`config.mk`:
```
export PLATFORM = sky130hd
export DESIGN_NAME = ogru_walker
export DESIGN_NICKNAME = d
export VERILOG_FILES = /design/src/sv/ogru_pkg.sv /design/src/sv/ogru_walker.sv
export SDC_FILE = /design/constraint.sdc
export NUM_CORES = 1
export LEC_CHECK = 0
export ABC_AREA = 1
export BUFFER_PORTS_ARGS = -buffer_cell sky130_fd_sc_hd__buf_2
export CORE_MARGIN = 4
export CORE_UTILIZATION = 40
export CTS_CLUSTER_SIZE = 28
export DETAILED_ROUTE_END_ITERATION = 6
export SETUP_SLACK_MARGIN = 0.3
export SLEW_MARGIN = 10
export SYNTH_ARGS = -nofsm -noshare
export SYNTH_HDL_FRONTEND = slang
export SYNTH_SLANG_ARGS = --single-unit
```
`constraint.sdc`:
```
create_clock -name clk -period 5.37 [get_ports clk]
set_input_delay 0.537 -clock clk [delete_from_list [all_inputs] [get_ports clk]]
set_output_delay 0.537 -clock clk [all_outputs]
set_load 0.02 [all_outputs]
```
`src/sv/ogru_pkg.sv`:
```
`timescale 1ns / 1ps
// ----------------------------------------------------------------------------
// ogru_pkg: shared types, codes and helpers for the occupancy grid ray update
// Command codes, register indexes, controller states and the saturating
// cell update functions.
// ----------------------------------------------------------------------------
package ogru_pkg;

	localparam int GRID_WIDTH_DEF  = 512;
	localparam int GRID_HEIGHT_DEF = 512;

	localparam int COORD_W = 11;
	localparam int CELL_W  = 8;
	localparam int WALK_W  = 12;
	localparam int OCC_W   = 7;

	// command codes; the unused code acts as a read
	localparam logic [1:0] CMD_RAY  = 2'd0;
	localparam logic [1:0] CMD_MARK = 2'd1;
	localparam logic [1:0] CMD_READ = 2'd2;

	// configuration register indexes
	localparam logic [1:0] REG_FREE_STEP     = 2'd0;
	localparam logic [1:0] REG_OCCUPIED_STEP = 2'd1;
	localparam logic [1:0] REG_UPPER_LIMIT   = 2'd2;
	localparam logic [1:0] REG_LOWER_LIMIT   = 2'd3;

	localparam logic signed [4:0] FREE_STEP_RST     = -5'sd2;
	localparam logic [4:0]        OCCUPIED_STEP_RST = 5'd2;
	localparam logic [6:0]        UPPER_LIMIT_RST   = 7'd100;
	localparam logic signed [7:0] LOWER_LIMIT_RST   = -8'sd100;

	localparam logic [OCC_W-1:0] OCC_UNKNOWN = 7'd50;
	localparam logic [OCC_W-1:0] OCC_FULL    = 7'd100;
	localparam logic [12:0]      PCT_SCALE   = 13'd50;

	// |v|*50 <= 6400 fits 13 bits
	localparam int DIV_BITS = 13;

	typedef struct packed {
		logic signed [COORD_W-1:0] x;
		logic signed [COORD_W-1:0] y;
	} cell_t;

	typedef enum logic [2:0] {
		ST_CLEAR,
		ST_IDLE,
		ST_WALK,
		ST_END_RD,
		ST_END_UPD,
		ST_SCALE,
		ST_DIV,
		ST_DONE
	} state_t;

	function automatic logic signed [7:0] fit8(input logic signed [9:0] t);
		logic signed [7:0] r;
		if (t < -10'sd128) begin
			r = -8'sd128;
		end else if (t > 10'sd127) begin
			r = 8'sd127;
		end else begin
			r = t[7:0];
		end
		return r;
	endfunction

	function automatic logic signed [7:0] free_upd(input logic signed [7:0] v,
			input logic signed [4:0] fs, input logic signed [7:0] ll);
		logic signed [9:0] t;
		logic signed [9:0] lo;
		t  = $signed({{2{v[7]}}, v}) + $signed({{5{fs[4]}}, fs});
		lo = $signed({{2{ll[7]}}, ll});
		if (t < lo) begin
			t = lo;
		end
		return fit8(t);
	endfunction

	function automatic logic signed [7:0] hit_upd(input logic signed [7:0] v,
			input logic [4:0] os, input logic [6:0] ul);
		logic signed [9:0] t;
		logic signed [9:0] hi;
		t  = $signed({{2{v[7]}}, v}) + $signed({5'b00000, os});
		hi = $signed({3'b000, ul});
		if (t > hi) begin
			t = hi;
		end
		return fit8(t);
	endfunction

endpackage

```
`src/sv/ogru_walker.sv`:
```
`timescale 1ns / 1ps
// ----------------------------------------------------------------------------
// ogru_walker: Bresenham line stepper
// Holds the current cell and error term, advances one cell per step.
// ----------------------------------------------------------------------------
module ogru_walker (
	input  logic            clk,
	input  logic            arst_n,
	input  logic            load,
	input  logic            step,
	input  ogru_pkg::cell_t org,
	input  ogru_pkg::cell_t tgt,
	output ogru_pkg::cell_t cur,
	output logic            at_end
);

	ogru_pkg::cell_t    cur_q;
	logic signed [12:0] sx_q;
	logic signed [12:0] sy_q;
	logic signed [13:0] acc_q;
	logic               negx_q;
	logic               negy_q;

	logic signed [11:0] dx;
	logic signed [11:0] dy;
	logic [11:0]        adx;
	logic [11:0]        ady;
	logic signed [12:0] sx_ld;
	logic signed [12:0] sy_ld;
	logic signed [14:0] twice;
	logic               mx;
	logic               my;
	logic signed [13:0] acc_nx;

	always_comb begin
		dx    = $signed({tgt.x[10], tgt.x}) - $signed({org.x[10], org.x});
		dy    = $signed({tgt.y[10], tgt.y}) - $signed({org.y[10], org.y});
		adx   = dx[11] ? 12'(-dx) : 12'(dx);
		ady   = dy[11] ? 12'(-dy) : 12'(dy);
		sx_ld = $signed({1'b0, adx});
		sy_ld = 13'(-$signed({1'b0, ady}));

		twice  = $signed({acc_q, 1'b0});
		mx     = twice >= $signed({{2{sy_q[12]}}, sy_q});
		my     = twice <= $signed({{2{sx_q[12]}}, sx_q});
		acc_nx = acc_q
			+ (mx ? $signed({sy_q[12], sy_q}) : 14'sd0)
			+ (my ? $signed({sx_q[12], sx_q}) : 14'sd0);
	end

	always_ff @(posedge clk or negedge arst_n) begin
		if (!arst_n) begin
			negx_q <= 1'b0;
			negy_q <= 1'b0;
		end else if (load) begin
			negx_q <= dx[11] || (dx == 12'sd0);
			negy_q <= dy[11] || (dy == 12'sd0);
		end
	end

	always_ff @(posedge clk) begin
		if (load) begin
			cur_q <= org;
			sx_q  <= sx_ld;
			sy_q  <= sy_ld;
			acc_q <= $signed({sx_ld[12], sx_ld}) + $signed({sy_ld[12], sy_ld});
		end else if (step) begin
			acc_q <= acc_nx;
			if (mx) begin
				cur_q.x <= cur_q.x + (negx_q ? -11'sd1 : 11'sd1);
			end
			if (my) begin
				cur_q.y <= cur_q.y + (negy_q ? -11'sd1 : 11'sd1);
			end
		end
	end

	assign cur    = cur_q;
	assign at_end = (cur_q.x == tgt.x) && (cur_q.y == tgt.y);

endmodule

```
# Yosys cells after proc, flatten, opt, wreduce, memory -nomap -nowiden
# Cells that the tools add are included.
# classes
eq_ne	2
order_cmp	2
n_reduce_logical	10
addsub	10
mux	12
# ops
op	n
2-to-1 mux 11 bit	4
2-to-1 mux 22 bit	2
2-to-1 mux 14 bit	3
2-to-1 mux 12 bit	3
logical NOT 12 bit	2
negation 12 bit	2
subtractor 11 x 11 -> 12 bit	2
adder 11 bit	2
== test 11 bit	2
>= comparator 15 x 13 -> 1 bit	1
<= comparator 15 x 13 -> 1 bit	1
adder 13 x 13 -> 14 bit	1
adder 14 x 13 -> 14 bit	1
adder 14 bit	1
negation 12 -> 13 bit	1
nonzero test 2 bit	3
AND reduction 2 bit	2
logical OR 1 bit	2
logical AND 1 bit	1
# word_totals
inputBits	48
register_bits	63
output_inout_bits	23
wordCells	43

# Logic depth before layout (Yosys ltp)
# logic_depth
ltp_word	6
mapped_depth	32
ltp_nobuf	32

# Least setup slack after synthesis
# Ideal clock, no wire load.
# synth_timing
path_kind	input to register
startpoint	in tgt[0] (netlist name)
endpoint	reg acc_q[9] (data pin)
stages	30
path_slack_ns	1.344
arrival_time_ns	3.770
path_buffers	0
setup_ns	0.256
required_ns	5.114
path_cell_list	inv_1 ha_1 inv_1 fa_1 inv_1 ha_1 inv_1 nor2_2 nand3_1 nand2_1 nand2_1 inv_1 nand2_1 nand2_1 nor2_2 nand2_1 nor2_1 xnor2_1 inv_1 ha_1 a21oi_1 o21ai_0 a21oi_1 inv_1 nand2_1 nand2_1 a21oi_1 xnor2_1 nand2_1 nand2_1
# synth_via
elab_chain_cells	6
# synth_rtl
item	line_no	text
start, declared	ogru_walker.sv:12	input ogru_pkg::cell_t tgt,
subtractor 11 x 11 -> 12 bit *	ogru_walker.sv:37	dy = $signed({tgt.y[10], tgt.y}) - $signed({org.y[10], org.y});
negation 12 bit	ogru_walker.sv:39	ady = dy[11] ? 12'(-dy) : 12'(dy);
2-to-1 mux 12 bit *	ogru_walker.sv:39	
negation 12 -> 13 bit *	ogru_walker.sv:41	sy_ld = 13'(-$signed({1'b0, ady}));
named net sy_ld[6]	ogru_walker.sv:29	logic signed [12:0] sy_ld;
adder 13 x 13 -> 14 bit *	ogru_walker.sv:66	acc_q <= $signed({sx_ld[12], sx_ld}) + $signed({sy_ld[12], sy_ld});
2-to-1 mux 14 bit *	ogru_walker.sv:62	if (load) begin
end signal, assigned	ogru_walker.sv:66	
end signal, assigned	ogru_walker.sv:68	acc_q <= acc_nx;
end, declared	ogru_walker.sv:20	logic signed [13:0] acc_q;
# The timed path passes the listed nets; every way through them passes the cells marked *.
# A chain may end at the register's enable or synchronous reset.

# Final worst setup path
# layout_timing
startpoint	in org[10] (netlist name)
endpoint	reg acc_q[10] (data pin)
# layout_via
word_cells_on_any_way	6
# layout_rtl
item	line_no	text
start, declared	ogru_walker.sv:11	input ogru_pkg::cell_t org,
subtractor 11 x 11 -> 12 bit	ogru_walker.sv:37	
2-to-1 mux 12 bit	ogru_walker.sv:39	
negation 12 -> 13 bit	ogru_walker.sv:41	
named net sy_ld[6]	ogru_walker.sv:29	
adder 13 x 13 -> 14 bit	ogru_walker.sv:66	
2-to-1 mux 14 bit	ogru_walker.sv:62	
# The timed path passes the listed nets, and every way through them passes these cells.

==> results by group <==
Status
  • Status: finished, final reports clean

Floorplanning
  • Ports: 71
  • Die area: 21700 µm²
  • Die width: 147 µm
  • Core Footprint: 18900 µm²
  • Die Y: 147 µm
  • Initial core utilization: 41.2%
  • Core Rows: 50

CTS
  • Clock Path Buffers: 2
  • Post-CTS sizing: 0
  • Setup bufs post-CTS: 0
  • H-tree depth: 3
  • Num CTS Buffers: 9
  • CTS tree: done
  • Root buffer cell: clkbuf_16
  • Clock Pin Slew Worst Setup and Hold Paths: 60 ps
  • Clock Latency Late Sink: 330 ps
  • Num Clock Sinks: 63

Global route
  • Initial antenna violation count: 0
  • GRT Util Overall: 19.0%
  • Pin count of the biggest net entering global routing: 71
  • Vias in the first global route: 6846
  • Remaining global-route overflow: 0
  • First-pass GRT wire length: 33.8 mm

Finish
  • Diode count: 0
  • Share of layout cells above drive strength 1: 11.7%
  • Nets: 1311
  • FILL cells: 1947
  • Synthesis-to-finish area growth: 12.2%
  • Fin area: 8720 µm²

Logic synthesis
  • Number of synthesized register bits: 63
  • Synthesized instance count: 1077
  • Syn Area/Cell: 7.22 µm²
  • Distinct cells, synth: 49
  • Main combinational cell family by area after synthesis: simple AND/OR/NAND/NOR gates
  • Compound-gate portion of the synthesized area: 12.8%
  • Cell Area, Synth: 7780 µm²
  • Post-synthesis mux area share: 0.145%
  • XOR/XNOR Fraction of Synth Area: 6.08%
  • Post-synthesis sequential area ratio: 24.2%
  • Syn_nets: 1236
  • Adder-Cell Fraction of Synth Area: 19.6%
  • Simple-gate share of the synthesized area: 27.3%
  • Yosys warns: 0

STA
  • Worst slew pin tran: 802 ps
  • Max frequency: 227 MHz
  • Relative slew slack: 46.0%
  • Setup Skew: 11.8 ps
  • Final hold violation count: 0
  • Unrepaired setup endpoints after global routing: false
  • Final min period: 4400 ps
  • Setup TNS: 0 ps
  • Final setup viols: 0
  • Max Slew Vio Count: 0
  • Final period util: 81.9%

Power
  • PD cells: 567 nW/µm²
  • LEAKAGE: 4.41 nW
  • Final Power: 4.95 mW
  • Peak VDD IR: 0.000231 V

Route
  • Routed length on met3: 825 µm
  • WL per Instance: 14.1 µm
  • Via-per-instance ratio: 4.98
  • Routed WL: 20.0 mm
  • DR iter-0 viols: 367
  • TritonRoute pass-1 iters: 4
  • Met2 wire length: 8.77 mm
  • Vias post-DR: 7050
  • DR top layer: met4
  • DRC violations left: 0
  • Metal-1 WL: 10.0 mm
  • DRT antenna net count: 0

Critical path
  • Crit end category: flip-flop
  • Critical Path RT: 5440 ps
  • Peak fanout along the critical path: 18
  • R2R Setup Slk: 1110 ps
  • RR Startpoint: acc_q[1]
  • CP Launch Type: primary input
  • Crit path arrival time: 4470 ps
  • FF-to-FF path depth: 24
  • WS Path Type: in -> reg
  • Worst R2R End: acc_q[13]

Min path
  • Hold Path Stages: 3
  • Hold wc startpoint: org[12]
  • Hold Path Class: in -> reg
  • Worst min-delay path endpoint: cur[12]

Placed design
  • DP HPWL: 16.6 mm
  • IO buf count: 70
  • Placed cell area: 8430 µm²
  • Routability congestion estimate: 0.890

Run
  • MaxCap Viol Count: 0
==> layout by cell type (no fill, tap or decap), types with 11 or more instances in the layout <==
cell	instances
fa_1	18
xor2_1	46
buf_2	70
o21ai_0	62
ha_1	93
a21oi_1	78
inv_1	185
nand4_1	11
edfxtp_1	61
nor3_1	23
nand2_2	13
nand2_1	238
nand3_1	69
nor2_1	73
==> worst max-delay path: stages <==
cell and delay (ps):
buf_2 70, inv_1 70, ha_1 380, inv_1 160, o21bai_1 90, nor2_2 190, nand3_1 120, nand2_1 110
nand2_4 140, nand2_1 110, o21ai_2 70, inv_1 60, ha_1 120, inv_1 50, nor2_1 130, nand2_1 140
nor2_1 220, xnor2_1 160, inv_1 80, ha_1 330, nand2_1 80, nor3_1 310, a21oi_1 170, o21ai_0 230
a21oi_1 90, o21ai_0 150, nand2_1 80
==> per-stage QoR <==
step / setup slack [ps] / util [%] / hold WS [ps] / cells
4_1_cts: 1030 / 46.2 / 495 / 1417
3_5_place_dp: 684 / 44.6 / 326 / 1400
3_3_place_gp: 690 / 44.6 / 325 / 1400
5_1_grt: 564 / 46.2 / 490 / 1417
6_report: 969 / 46.2 / 504 / 1417
2_1_floorplan: 1340 / - / 241 / 1077
==> worst max-delay path by stage <==
stage / start / end / slack (ps) / cells past startpoint
floorplan: tgt[0] / acc_q[9] / 1340 / 30
global placement: tgt[0] / acc_q[11] / 690 / 29
detailed placement: tgt[0] / acc_q[10] / 680 / 28
CTS: tgt[0] / acc_q[10] / 1030 / 28
global route: org[10] / acc_q[9] / 560 / 30
finish: org[10] / acc_q[10] / 970 / 27
==> routing by layer <==
| layer | vias up | global-route usage (%) |
|---|---|---|
| li1 | 3726 | - |
| met1 | 3141 | 27.3 |
| met2 | 161 | 30.3 |
| met3 | 22 | 2.33 |
| met4 | 0 | 5.36 |
| met5 | - | 0 |
==> where the power goes <==
| group | switching (mW) | internal (mW) | total (mW) |
|---|---|---|---|
| sequential | 0.185 | 0.817 | 1.00 |
| clock | 0.216 | 0.358 | 0.574 |
| combinational | 2.10 | 1.28 | 3.37 |
| total | 2.50 | 2.45 | 4.95 |
==> final cells by class <==
class                      count  area (µm²)  share of cell area (%)
clock inverter                 4        47.5                   0.545
clock buffer                  12         236                    2.71
timing repair buffer          76         398                    4.56
sequential                    63        1880                    21.6
tap                          260         325                    3.73
multi-input combinational    813        5120                    58.7
inverter                     189         709                    8.13
==> timing repair <==
action | 4_1_cts | 5_1_grt
hold endpoints to repair | 2 | 0
endpoints found under the setup margin | 0 | 0
hold buffers | 1 | 0
==> state kept, by name (all words and copies together), names as in the netlist <==
signal,flops
negx_q,1
negy_q,1
sy_q,13
sx_q,12
acc_q,14
cur,22
==> cells by family (layout without fill, tap and decap cells) <==
logic type               Yosys count  in the layout
AO/OA/AOI/OAI                    178            178
XOR/XNOR                          54             54
buffers and inverters            201            281
AND/OR/NAND/NOR                  469            469
flip-flops                        63             63
adder cells (fa/ha/maj)          111            111
multiplexers                       1              1
==> cell usage after synthesis, drive strengths merged <==
library cell / count / share of area [%]
nand2: 252 / 13
inv: 188 / 9.1
ha: 93 / 15
nor2: 83 / 4.4
a21oi: 79 / 5.2
nand3: 73 / 5.1
o21ai: 65 / 4.2
edfxtp: 61 / 24
xor2: 46 / 5.2
nor3: 25 / 1.9
fa: 18 / 4.6
nand4: 11 / 0.88
nand3b: 9 / 1.0
or2: 9 / 0.72
clkbuf: 8 / 0.39
o21bai: 8 / 0.77
xnor2: 8 / 0.90
a31oi: 7 / 0.56
o2111ai: 7 / 0.79
buf: 4 / 0.45
nor4: 4 / 0.32
a211oi: 2 / 0.19
a21boi: 2 / 0.19
and2: 2 / 0.16
dfrtp: 2 / 0.64
o211ai: 2 / 0.19
a2111oi: 1 / 0.11
a21o: 1 / 0.097
a41oi: 1 / 0.11
clkinv: 1 / 0.048
mux2: 1 / 0.14
nor4b: 1 / 0.11
o22ai: 1 / 0.080
o311ai: 1 / 0.11
o31ai: 1 / 0.097
No activity file was read; power rests on OpenSTA's default activity.
