--- src/sv/ogru_pkg.sv ---
`timescale 1ns / 1ps
// ----------------------------------------------------------------------------
// ogru_pkg: shared types, codes and helpers for the occupancy grid ray update
// Command codes, register indexes, controller states and the saturating
// cell update functions.
// ----------------------------------------------------------------------------
package ogru_pkg;

	localparam int GRID_WIDTH_DEF  = 512;
	localparam int GRID_HEIGHT_DEF = 512;

	localparam int COORD_W = 11;
	localparam int CELL_W  = 8;
	localparam int WALK_W  = 12;
	localparam int OCC_W   = 7;

	// command codes; the unused code acts as a read
	localparam logic [1:0] CMD_RAY  = 2'd0;
	localparam logic [1:0] CMD_MARK = 2'd1;
	localparam logic [1:0] CMD_READ = 2'd2;

	// configuration register indexes
	localparam logic [1:0] REG_FREE_STEP     = 2'd0;
	localparam logic [1:0] REG_OCCUPIED_STEP = 2'd1;
	localparam logic [1:0] REG_UPPER_LIMIT   = 2'd2;
	localparam logic [1:0] REG_LOWER_LIMIT   = 2'd3;

	localparam logic signed [4:0] FREE_STEP_RST     = -5'sd2;
	localparam logic [4:0]        OCCUPIED_STEP_RST = 5'd2;
	localparam logic [6:0]        UPPER_LIMIT_RST   = 7'd100;
	localparam logic signed [7:0] LOWER_LIMIT_RST   = -8'sd100;

	localparam logic [OCC_W-1:0] OCC_UNKNOWN = 7'd50;
	localparam logic [OCC_W-1:0] OCC_FULL    = 7'd100;
	localparam logic [12:0]      PCT_SCALE   = 13'd50;

	// |v|*50 <= 6400 fits 13 bits
	localparam int DIV_BITS = 13;

	typedef struct packed {
		logic signed [COORD_W-1:0] x;
		logic signed [COORD_W-1:0] y;
	} cell_t;

	typedef enum logic [2:0] {
		ST_CLEAR,
		ST_IDLE,
		ST_WALK,
		ST_END_RD,
		ST_END_UPD,
		ST_SCALE,
		ST_DIV,
		ST_DONE
	} state_t;

	function automatic logic signed [7:0] fit8(input logic signed [9:0] t);
		logic signed [7:0] r;
		if (t < -10'sd128) begin
			r = -8'sd128;
		end else if (t > 10'sd127) begin
			r = 8'sd127;
		end else begin
			r = t[7:0];
		end
		return r;
	endfunction

	function automatic logic signed [7:0] free_upd(input logic signed [7:0] v,
			input logic signed [4:0] fs, input logic signed [7:0] ll);
		logic signed [9:0] t;
		logic signed [9:0] lo;
		t  = $signed({{2{v[7]}}, v}) + $signed({{5{fs[4]}}, fs});
		lo = $signed({{2{ll[7]}}, ll});
		if (t < lo) begin
			t = lo;
		end
		return fit8(t);
	endfunction

	function automatic logic signed [7:0] hit_upd(input logic signed [7:0] v,
			input logic [4:0] os, input logic [6:0] ul);
		logic signed [9:0] t;
		logic signed [9:0] hi;
		t  = $signed({{2{v[7]}}, v}) + $signed({5'b00000, os});
		hi = $signed({3'b000, ul});
		if (t > hi) begin
			t = hi;
		end
		return fit8(t);
	endfunction

endpackage

--- src/sv/ogru_div.sv ---
`timescale 1ns / 1ps
// ----------------------------------------------------------------------------
// ogru_div: radix-2 restoring divider
// One quotient bit per cycle; done pulses when the quotient is ready.
// ----------------------------------------------------------------------------
module ogru_div (
	input  logic                          clk,
	input  logic                          arst_n,
	input  logic                          start,
	input  logic [ogru_pkg::DIV_BITS-1:0] dividend,
	input  logic [6:0]                    divisor,
	output logic [ogru_pkg::DIV_BITS-1:0] quotient,
	output logic                          done
);

	localparam int N  = ogru_pkg::DIV_BITS;
	localparam int CW = $clog2(N + 1);

	logic [CW-1:0] cnt_q;
	logic          done_q;
	logic [6:0]    rem_q;
	logic [N-1:0]  quo_q;
	logic [7:0]    trial;
	logic          ge;

	assign trial = {rem_q, quo_q[N-1]};
	assign ge    = trial >= {1'b0, divisor};

	always_ff @(posedge clk or negedge arst_n) begin
		if (!arst_n) begin
			cnt_q  <= '0;
			done_q <= 1'b0;
		end else if (start) begin
			cnt_q  <= CW'(N);
			done_q <= 1'b0;
		end else if (cnt_q != '0) begin
			cnt_q  <= cnt_q - 1'b1;
			done_q <= (cnt_q == CW'(1));
		end else begin
			done_q <= 1'b0;
		end
	end

	always_ff @(posedge clk) begin
		if (start) begin
			rem_q <= '0;
			quo_q <= dividend;
		end else if (cnt_q != '0) begin
			rem_q <= ge ? 7'(trial - {1'b0, divisor}) : trial[6:0];
			quo_q <= {quo_q[N-2:0], ge};
		end
	end

	assign quotient = quo_q;
	assign done     = done_q;

endmodule

--- config.mk ---
export PLATFORM = sky130hd
export DESIGN_NAME = ogru_div
export DESIGN_NICKNAME = d
export VERILOG_FILES = /design/src/sv/ogru_pkg.sv /design/src/sv/ogru_div.sv
export SDC_FILE = /design/constraint.sdc
export NUM_CORES = 1
export LEC_CHECK = 0
export BUFFER_PORTS_ARGS = -buffer_cell sky130_fd_sc_hd__buf_2
export CAP_MARGIN = 20
export CORE_ASPECT_RATIO = 0.9
export CORE_UTILIZATION = 52
export CTS_BUF_LIST = sky130_fd_sc_hd__clkbuf_16
export DETAILED_ROUTE_END_ITERATION = 7
export GPL_ROUTABILITY_DRIVEN = 0
export HOLD_SLACK_MARGIN = 0.12
export PLACE_DENSITY = 0.78
export REMOVE_ABC_BUFFERS = 1
export SLEW_MARGIN = 40
export SYNTH_ARGS = -nofsm -noshare
export SYNTH_HDL_FRONTEND = slang
export SYNTH_SLANG_ARGS = --single-unit
--- constraint.sdc ---
create_clock -name clk -period 2.7 [get_ports clk]
set_clock_uncertainty 0.1 [all_clocks]
set_input_delay 0.405 -clock clk [delete_from_list [all_inputs] [get_ports clk]]
set_output_delay 0.405 -clock clk [all_outputs]
set_load 0.01 [all_outputs]
## Word level (Yosys, flattened, before mapping)

Index checks and enable logic that the tools add are counted.

- Add/subtract/negate cells: 2
- Order comparisons: 1
- Eq/ne operators: 1
- Multiplexer cells: 7
- Reduce and logical (&&, ||, !) cells: 2

Operators by type and width:

| cell | count |
|---|---|
| 2-to-1 mux 13 bit | 2 |
| >= comparator 8 x 7 -> 1 bit | 1 |
| 2-to-1 mux 4 bit | 2 |
| 2-to-1 mux 7 bit | 1 |
| subtractor 7 bit | 1 |
| equality test 4 x 1 -> 1 bit (second input constant) | 1 |
| nonzero test 4 bit | 1 |
| subtractor 4 x 1 -> 4 bit (second input constant) | 1 |
| 2-to-1 mux 1 bit | 2 |
| nonzero test 2 bit | 1 |

- Flip-flop bits (word level): 25
- Input port bits: 23
- Output and inout bits: 14
- Logic and storage cells: 17

## Depth between registers and ports, before layout

Gate-level depths: netlist of run 1.

- Word-level depth: 3
- Gate-level depth with buffers: 9
- Mapped depth without buffers: 8

## Worst setup path after synthesis of run 1

Ideal clock, no wire load.

- Path type: flip-flop to flip-flop
- Start: register quo_q[12] (netlist: quotient[12])
- End: register rem_q[0]
- Library setup time: 0.079 ns
- Arrival time: 2.086 ns
- Data required time: 2.521 ns
- Setup slack: 0.434 ns
- Stages on the path, launching flop included: 10
- Path buffers: 1
- Clock period less this slack: 2.266 ns
- Cells stage by stage: edfxtp_1 -> inv_1 -> ha_1 -> fa_1 -> nand2b_2 -> a211oi_2 -> nor3_2 -> buf_6 -> mux2_4 -> a211oi_2

- Longest elaborated chain between the ends: 2
- Elaborated cells on any way between the ends: 3
- Classes of those cells: add/sub: 1; order compare: 1; mux: 1

RTL lines:

| element | line | RTL |
|---|---|---|
| start, declared | ogru_div.sv:22 | `logic [N-1:0] quo_q;` |
| start signal, assigned | ogru_div.sv:47 | `quo_q <= dividend;` |
| start signal, assigned | ogru_div.sv:50 | `quo_q <= {quo_q[N-2:0], ge};` |
| subtractor 7 bit / >= comparator 8 x 7 -> 1 bit (equally long branches) | ogru_div.sv:49, ogru_div.sv:27 |  |
| 2-to-1 mux 7 bit * | ogru_div.sv:49 | `rem_q <= ge ? 7'(trial - {1'b0, divisor}) : trial[6:0];` |
| end signal, assigned | ogru_div.sv:49 |  |
| end, declared | ogru_div.sv:21 | `logic [6:0] rem_q;` |

Every way passes the cells marked *; elsewhere a longest branch is shown, timed or not.
A chain may end at the register's enable or synchronous reset.

## Final worst setup path of run 1

Same ends and word-level chain as after synthesis.

==> impl_metrics.ini, run 1 <==
[run_status]
status = finished clean

[global_routing]
use_met3_pct = 5.87
grt_usage_pct = 19.5
grt_overflow_total = 0
antenna_found_initial = 0
grt_busiest_layer = met2
grtUsageMet1_pct = 23.6
grt_pass1_vias = 1040
grt_max_degree = 29
use_met2_pct = 33.7
grt_pass1_wl_um = 4470

[drt]
antenna_left = 0
vias = 1132
wire_per_inst_um = 12.8
drcViolationCount = 0
route.final.wire_length_um = 2760
drt_iter0_drc = 43
vias_per_cell = 5.24
drtPass1Iterations = 4

[sta]
worst_slew_pin_slew_ps = 758
drv_slew = 0
finalSetupTns_ps = 0
finalSetupViolations = 0
fmax_ghz = 0.415
post-route-period-util_pct = 89.4
period_minus_slack_ps = 2410
hold_viol = 0
rsz0062_at_grt = false
slew_headroom_pct = 49.2

[setup_path]
cp_max_fo = 11
cp_num_buf_inv = 1
critical_path.most_common_cell = a211oi_2
crit_chain = inv_1 > ha_1 > fa_1 > nand2b_2 > a211oi_2 > nor3_2 > mux2_4 > a211oi_2
critPathRequiredTime_ps = 2780
crit_path_end_kind = register
cp_slowest_cell = nor3_2
max_stage_delay_ps = 580
reg2reg_to = rem_q[0]
r2r_slack_ps = 290
r2r_start = quotient[12]
cp_top_family = simple AND/OR/NAND/NOR gates
reg2reg_depth = 8
worstSetupStartpointType = register
path_class = reg -> reg
arrival_ps = 2490

[cts]
cts.path.max_buffers = 2
cts_made_buffers = 3
clk_pin_slew_worst_paths_ps = 60
cts-root-buf = clkbuf_16
clock_latency_ps = 260
cts.sinks = 25
cts_tree = built
htreeDepth = 1

[final_layout]
final_cell_mix = 36 x buf_2, 15 x inv_1, 14 x nor2_1
diodes = 0
final_common_cell = buf_2
nNetsFinal = 210
layout.cells.non_filler = 216
drive_gt1_share_pct = 34.1
syn_to_final_growth_pct = 19.1

[place]
place.port_buffers = 36
dp_cells = 211
dp_hpwl_um = 2030

[worst_hold_path]
hold_end = quotient[9]
holdPathStages = 2
hold_class = in -> reg
min_from = dividend[9]

[power]
leakage_nw = 0.813
powerDensity_nw_per_um2 = 762
peakVddDrop_mv = 0.598

[floorplan]
rows = 18
coreArea_um2 = 2750
chipHeight_um = 53.0
ios = 37
die_x_um = 58.6
initial_utilization_pct = 54.6
dieArea_um2 = 3100

[synth]
synth_seq_cells = 25
synth_ff_type = edfxtp_1
syn-cell-area_um2 = 1500
synth_edf_count = 13
yosysSeqAreaShare_pct = 43.7
yosysWarnings = 0
syn_area_per_cell_um2 = 10.6
syn-instance-count = 141
ys_types = 43
synthArstFlopShare_pct = 20.0

[run]
maxCapViolations = 0
-- cell type report --
| class | count | area (um2) |
|---|---|---|
| fill | 230 | 961 |
| multi-input combinational | 95 | 752 |
| tap | 40 | 50.0 |
| timing repair buffer | 38 | 198 |
| inverter | 14 | 52.6 |
| clock inverter | 1 | 3.75 |
| sequential | 25 | 656 |
| clock buffer | 3 | 75.1 |
-- metrics by stage --
| step | area, um2 | worst slack [ps] | hold WS (ps) | utilization, % | power, mW |
|---|---|---|---|---|---|
| 2_1_floorplan | 1460 | 406 | 9.41 | - | 0.915 |
| 3_3_place_gp | 1700 | 211 | 118 | 61.8 | 1.03 |
| 3_5_place_dp | 1700 | 164 | 125 | 61.8 | 1.04 |
| 4_1_cts | 1790 | 285 | 340 | 65.0 | 1.37 |
| 5_1_grt | 1790 | 128 | 345 | 65.0 | 1.46 |
| 6_report | 1790 | 288 | 345 | 65.0 | 1.36 |
-- cells by family (layout without fill, tap and decap cells) --
group | count (synthesis) | after routing | share of synthesized area, %
adder cells (fa/ha/maj) | 10 | 10 | 8.84
flip-flops | 25 | 25 | 43.7
multiplexers | 19 | 19 | 14.0
AND/OR/NAND/NOR | 39 | 39 | 13.8
XOR/XNOR | 4 | 4 | 2.34
AO/OA/AOI/OAI | 23 | 23 | 11.2
buffers and inverters | 21 | 56 | 6.17
-- registers in the layout, summed over array words and instances, names as in the netlist --
name	cells
cnt_q	4
done	1
quotient	13
rem_q	7
-- power by group --
part           leakage [nW]  switching (mW)  internal [mW]
sequential            0.253          0.0499          0.476
combinational         0.517           0.269          0.247
clock                0.0423           0.121          0.198
total                 0.813           0.440          0.921
-- what timing repair did --
action                                 4_1_cts  5_1_grt
hold buffers                                 1        0
endpoints found under the hold margin        5        0
setup buffers                                0        0
gates resized for setup                      0        0
-- how the worst max path moves through the flow --
stage                       from        to  slack (ps)  depth (start not counted)
finish              quotient[12]  rem_q[0]         290                          8
global route        quotient[12]  rem_q[0]         130                          8
CTS                 quotient[12]  rem_q[0]         290                          8
detailed placement    divisor[5]  rem_q[0]         160                          8
global placement      divisor[5]  rem_q[0]         210                          8
floorplan           quotient[12]  rem_q[1]         410                          8
-- synthesized netlist by cell type, drive strengths merged (2+ instances only) --
library cell / count / area [um2]
a21oi: 6 / 30.0
dfxtp: 7 / 140
nor3: 4 / 25.0
nor2b: 3 / 18.8
nor2: 14 / 52.6
inv: 14 / 52.6
a311oi: 2 / 17.5
xor2: 2 / 17.5
nand2: 5 / 18.8
mux2i: 6 / 60.1
o21ai: 3 / 15.0
a211oi: 6 / 55.1
buf: 4 / 28.8
xnor2: 2 / 17.5
edfxtp: 13 / 390
clkbuf: 3 / 11.3
mux2: 13 / 150
ha: 9 / 113
nand2b: 3 / 21.3
dfrtp: 5 / 125
or3: 2 / 12.5
-- worst reg2reg max path, cell delays in order (launching register included) --
cell and delay, ps:
edfxtp_1 390, inv_1 100, ha_1 180, fa_1 200
nand2b_2 160, a211oi_2 70, nor3_2 580, mux2_4 360
a211oi_2 200
-- metal layers --
| metal | share of wire (%) | vias to the layer above |
|---|---|---|
| li1 | - | 574 |
| met1 | 45 | 534 |
| met2 | 50 | 20 |
| met3 | 3.5 | 4 |
| met4 | 0.87 | 0 |
| met5 | 0 | - |
Note: power is estimated with default switching activity, not from simulation.
==> run 2, diff against run 1 <==
CTS_BUF_LIST = unset   (was sky130_fd_sc_hd__clkbuf_16)
==> run 2 against run 1 <==
Critical path depth is the same. Sequential share of layout area grew 1.1 points. Worst hold slack lost 64 ps. Cell area shrank 2.9%. Global-route usage shrank 1.2 points. Sequential power is essentially flat. First-iteration DRC count is the same. Count of clock-buffer cells in the layout grew 1. Clock power shrank 50%.
==> impl_metrics.ini, run 2 (same netlist as run 1, synthesis figures left out) <==
[global_routing]
use_met2_pct = 33.0
grt_max_degree = 29
grt_overflow_total = 0
grt_usage_pct = 18.3
grt_pass1_wl_um = 4350
grt_pass1_vias = 1017
use_met3_pct = 4.40
antenna_found_initial = 0
grtUsageMet1_pct = 23.2
grt_busiest_layer = met2

[drt]
drtPass1Iterations = 4
vias = 1126
route.final.wire_length_um = 2680
vias_per_cell = 5.21
drt_iter0_drc = 43
wire_per_inst_um = 12.4
antenna_left = 0
drcViolationCount = 0

[power]
powerDensity_nw_per_um2 = 693
leakage_nw = 0.786
p_total_mw = 1.20
peakVddDrop_mv = 0.415

[setup_path]
arrival_ps = 2580
max_stage_delay_ps = 590
cp_slowest_cell = nor3_2
path_class = reg -> reg
crit_chain = inv_1 > ha_1 > fa_1 > nand2b_2 > a211oi_2 > nor3_2 > mux2_4 > a211oi_2
cp_max_fo = 11
r2r_slack_ps = 270
crit_path_end_kind = register
critPathRequiredTime_ps = 2850
critical_path.most_common_cell = a211oi_2
worstSetupStartpointType = register

[cts]
clk_pin_slew_worst_paths_ps = 130
clock_latency_ps = 310
cts_tree = built
cts_made_buffers = 3
cts.sinks = 25
cts-root-buf = clkbuf_4
htreeDepth = 1
cts_setup_buffers = 0
post_cts_resized = 0
postCtsHoldBufs = 1
cts.path.max_buffers = 2

[floorplan]
ios = 37
coreArea_um2 = 2750
dieArea_um2 = 3100
chipHeight_um = 53.0
rows = 18
die_x_um = 58.6
initial_utilization_pct = 54.6

[sta]
rsz0062_at_grt = false
finalSetupViolations = 0
worst_slew_pin_slew_ps = 763
drv_slew = 0
fmax_ghz = 0.411
period_minus_slack_ps = 2430
post-route-period-util_pct = 90.0
hold_viol = 0
finalSetupTns_ps = 0
slew_headroom_pct = 48.9

[final_layout]
nNetsFinal = 210
diodes = 0
drive_gt1_share_pct = 34.1
syn_to_final_growth_pct = 15.6
final_common_cell = buf_2
final_area_um2 = 1730
final_cell_mix = 36 x buf_2, 14 x inv_1, 14 x nor2_1
largest_register_ffs = 13

[run_status]
status = finished clean

[place]
dp_hpwl_um = 2030
place.port_buffers = 36
post_dp_cell_area_um2 = 1700

[run]
maxCapViolations = 0

[worst_hold_path]
hold_class = in -> reg
-- run 2: critical path, delay by kind of cell (launching register included) --
| kind | cells | cell delay (ps) |
|---|---|---|
| fa+ha+maj | 2 | 380 |
| compound gates | 2 | 270 |
| mux | 1 | 360 |
| flops | 1 | 420 |
| simple gates | 2 | 750 |
| buf+inv | 1 | 100 |
-- run 2: worst paths after layout --
check,startpoint,end,depth (start not counted)
max,quotient[12],rem_q[0],8
min,dividend[7],quotient[7],2
max reg2reg,quotient[12],rem_q[0],8
min reg2reg,cnt_q[2],done,1
min in group asynchronous,arst_n,cnt_q[0],2
max in group asynchronous,arst_n,cnt_q[3],2
-- run 2: final cells by class --
class | count | area (um2)
multi-input combinational | 95 | 752
sequential | 25 | 656
clock buffer | 4 | 26.3
fill | 239 | 1010
timing repair buffer | 38 | 198
tap | 40 | 50.0
inverter | 14 | 52.6
-- run 2: report_power, final --
group | leakage, nW | total, mW | switching [mW] | internal, mW
Sequential | 0.253 | 0.525 | 0.0497 | 0.475
Clock | 0.0150 | 0.161 | 0.103 | 0.0577
Combinational | 0.517 | 0.516 | 0.269 | 0.247
-- run 2: per-stage QoR --
stage / hold slack, ps / worst slack (ps) / std cells / utilization, %
3_5_place_dp: 125 / 164 / 211 / 61.8
3_3_place_gp: 118 / 211 / 211 / 61.8
5_1_grt: 261 / 103 / 216 / 63.1
6_report: 281 / 270 / 216 / 63.1
2_1_floorplan: 9.41 / 406 / 134 / -
4_1_cts: 273 / 271 / 216 / 63.1
-- run 2: routing by layer --
metal / part of all wire (%) / routed length (um)
met5: 0 / 0
met4: 0 / 0
met3: 3.3 / 88
met2: 51 / 1380
met1: 45 / 1210
==> run 3, diff against run 2 <==
CORE_UTILIZATION = 45   (was 52)
PLACE_DENSITY = 0.69   (was 0.78)
==> run 3 against run 2 <==
Core utilization decreased by 6.5 points. Critical path type unchanged. First-iteration DRC count is 30% higher. Count of clock-buffer cells in the layout stayed put. Largest cell class unchanged. Via count rose by 1.2%. Fmax barely moved. Final cell count grew 0.93%. Sequential share of layout area fell by 0.59 points. Highest routed layer is now met4.
==> impl_metrics.ini, run 3 (same netlist as run 1, synthesis figures left out) <==
[sta]
whs_ps = 335
setup_ws_ps = 267
rsz0062_at_grt = false
finalSetupTns_ps = 0
fmax_ghz = 0.411
slew_headroom_pct = 64.5
post-route-period-util_pct = 90.1
drv_slew = 0
period_minus_slack_ps = 2430
worst_slew_pin_slew_ps = 530
hold_viol = 0
finalSetupViolations = 0

[drt]
drt_iter0_drc = 56
vias = 1140
wire_per_inst_um = 12.5
vias_per_cell = 5.23
drcViolationCount = 0
drtPass1Iterations = 4
antenna_left = 0
route.final.wire_length_um = 2720

[setup_path]
cp_slowest_cell = or4b_1
max_stage_delay_ps = 470
reg2reg_to = rem_q[1]
path_class = reg -> reg
reg2reg_depth = 8
worstSetupStartpointType = register
cp_max_fo = 11
critPathRequiredTime_ps = 2760
crit_chain = inv_1 > ha_1 > fa_1 > nand2b_2 > a211oi_2 > nor3_4 > or4b_1 > o311ai_0
arrival_ps = 2490
r2r_slack_ps = 270
r2r_start = quotient[12]
crit_path_end_kind = register

[power]
p_total_mw = 1.27
leakage_nw = 0.797
peakVddDrop_mv = 0.325
powerDensity_nw_per_um2 = 722

[cts]
htreeDepth = 1
clk_pin_slew_worst_paths_ps = 80
cts_made_buffers = 3
cts-root-buf = clkbuf_8
cts_tree = built
post_cts_resized = 0
cts.sinks = 25
cts.path.max_buffers = 2
clock_latency_ps = 260

[run_status]
status = finished clean

[final_layout]
drive_gt1_share_pct = 34.1
final_cell_mix = 36 x buf_2, 14 x inv_1, 14 x nor2_1
diodes = 0
syn_to_final_growth_pct = 17.4
largest_register_ffs = 13
nFillCells = 286
postLayoutCoreUtil_pct = 56.6
regArea_um2 = 656
layout.cells.non_filler = 218
nNetsFinal = 210
multi_input_area_um2 = 758
final_area_um2 = 1760
final_common_cell = buf_2

[run]
maxCapViolations = 0

[global_routing]
grt_usage_pct = 17.4
grt_overflow_total = 0
grt_pass1_wl_um = 4830
grt_pass1_vias = 1141
grt_max_degree = 29
antenna_found_initial = 0

[worst_hold_path]
holdPathStages = 2
hold_end = quotient[7]
min_from = dividend[7]
hold_class = in -> reg

[floorplan]
chipHeight_um = 56.8
ios = 37
die_x_um = 62.9
initial_utilization_pct = 48.2
dieArea_um2 = 3570
rows = 19
coreArea_um2 = 3110

[place]
place.port_buffers = 36
dp_hpwl_um = 2060
dpl_worst_slack_ps = 107
dp_cells = 213
post_dp_cell_area_um2 = 1700
-- run 3: worst max-delay path by stage --
stage	startpoint	endpoint
after global routing	quotient[12]	rem_q[1]
after detailed placement	divisor[5]	rem_q[0]
final	quotient[12]	rem_q[1]
after CTS	quotient[12]	rem_q[0]
after global placement	divisor[5]	rem_q[0]
after floorplan	quotient[12]	rem_q[1]
-- run 3: report_power, final --
| group | switching [mW] | total, mW | internal, mW |
|---|---|---|---|
| Clock | 0.112 | 0.217 | 0.105 |
| Combinational | 0.279 | 0.532 | 0.253 |
| Sequential | 0.0472 | 0.522 | 0.475 |
| Total | 0.437 | 1.27 | 0.834 |
-- run 3: per-layer routing --
metal	up-vias	routed length, um	GRT usage [%]
li1	575	-	-
met1	534	1290	21.7
met2	26	1300	28.6
met3	5	86	4.27
met4	0	45	6.98
met5	-	0	0
-- run 3: critical path, delay by kind of cell (launching register included) --
family	cells	cell delay, ps
AOI/OAI and AO/OA	2	380
adders and majority gates	2	600
buffers and inverters	1	70
DFF	1	360
and+or+nand+nor	3	820
-- run 3: layout make-up --
| class | instances | share of cell area [%] |
|---|---|---|
| clock buffer | 4 | 2.56 |
| inverter | 14 | 2.98 |
| multi-input combinational | 95 | 43.0 |
| sequential | 25 | 37.2 |
| tap | 42 | 2.98 |
| timing repair buffer | 38 | 11.2 |
-- run 3: timing repair --
action | in CTS | in global routing
hold buffers | 1 | 0
hold endpoints to repair | 5 | 0
setup buffers | 0 | 0
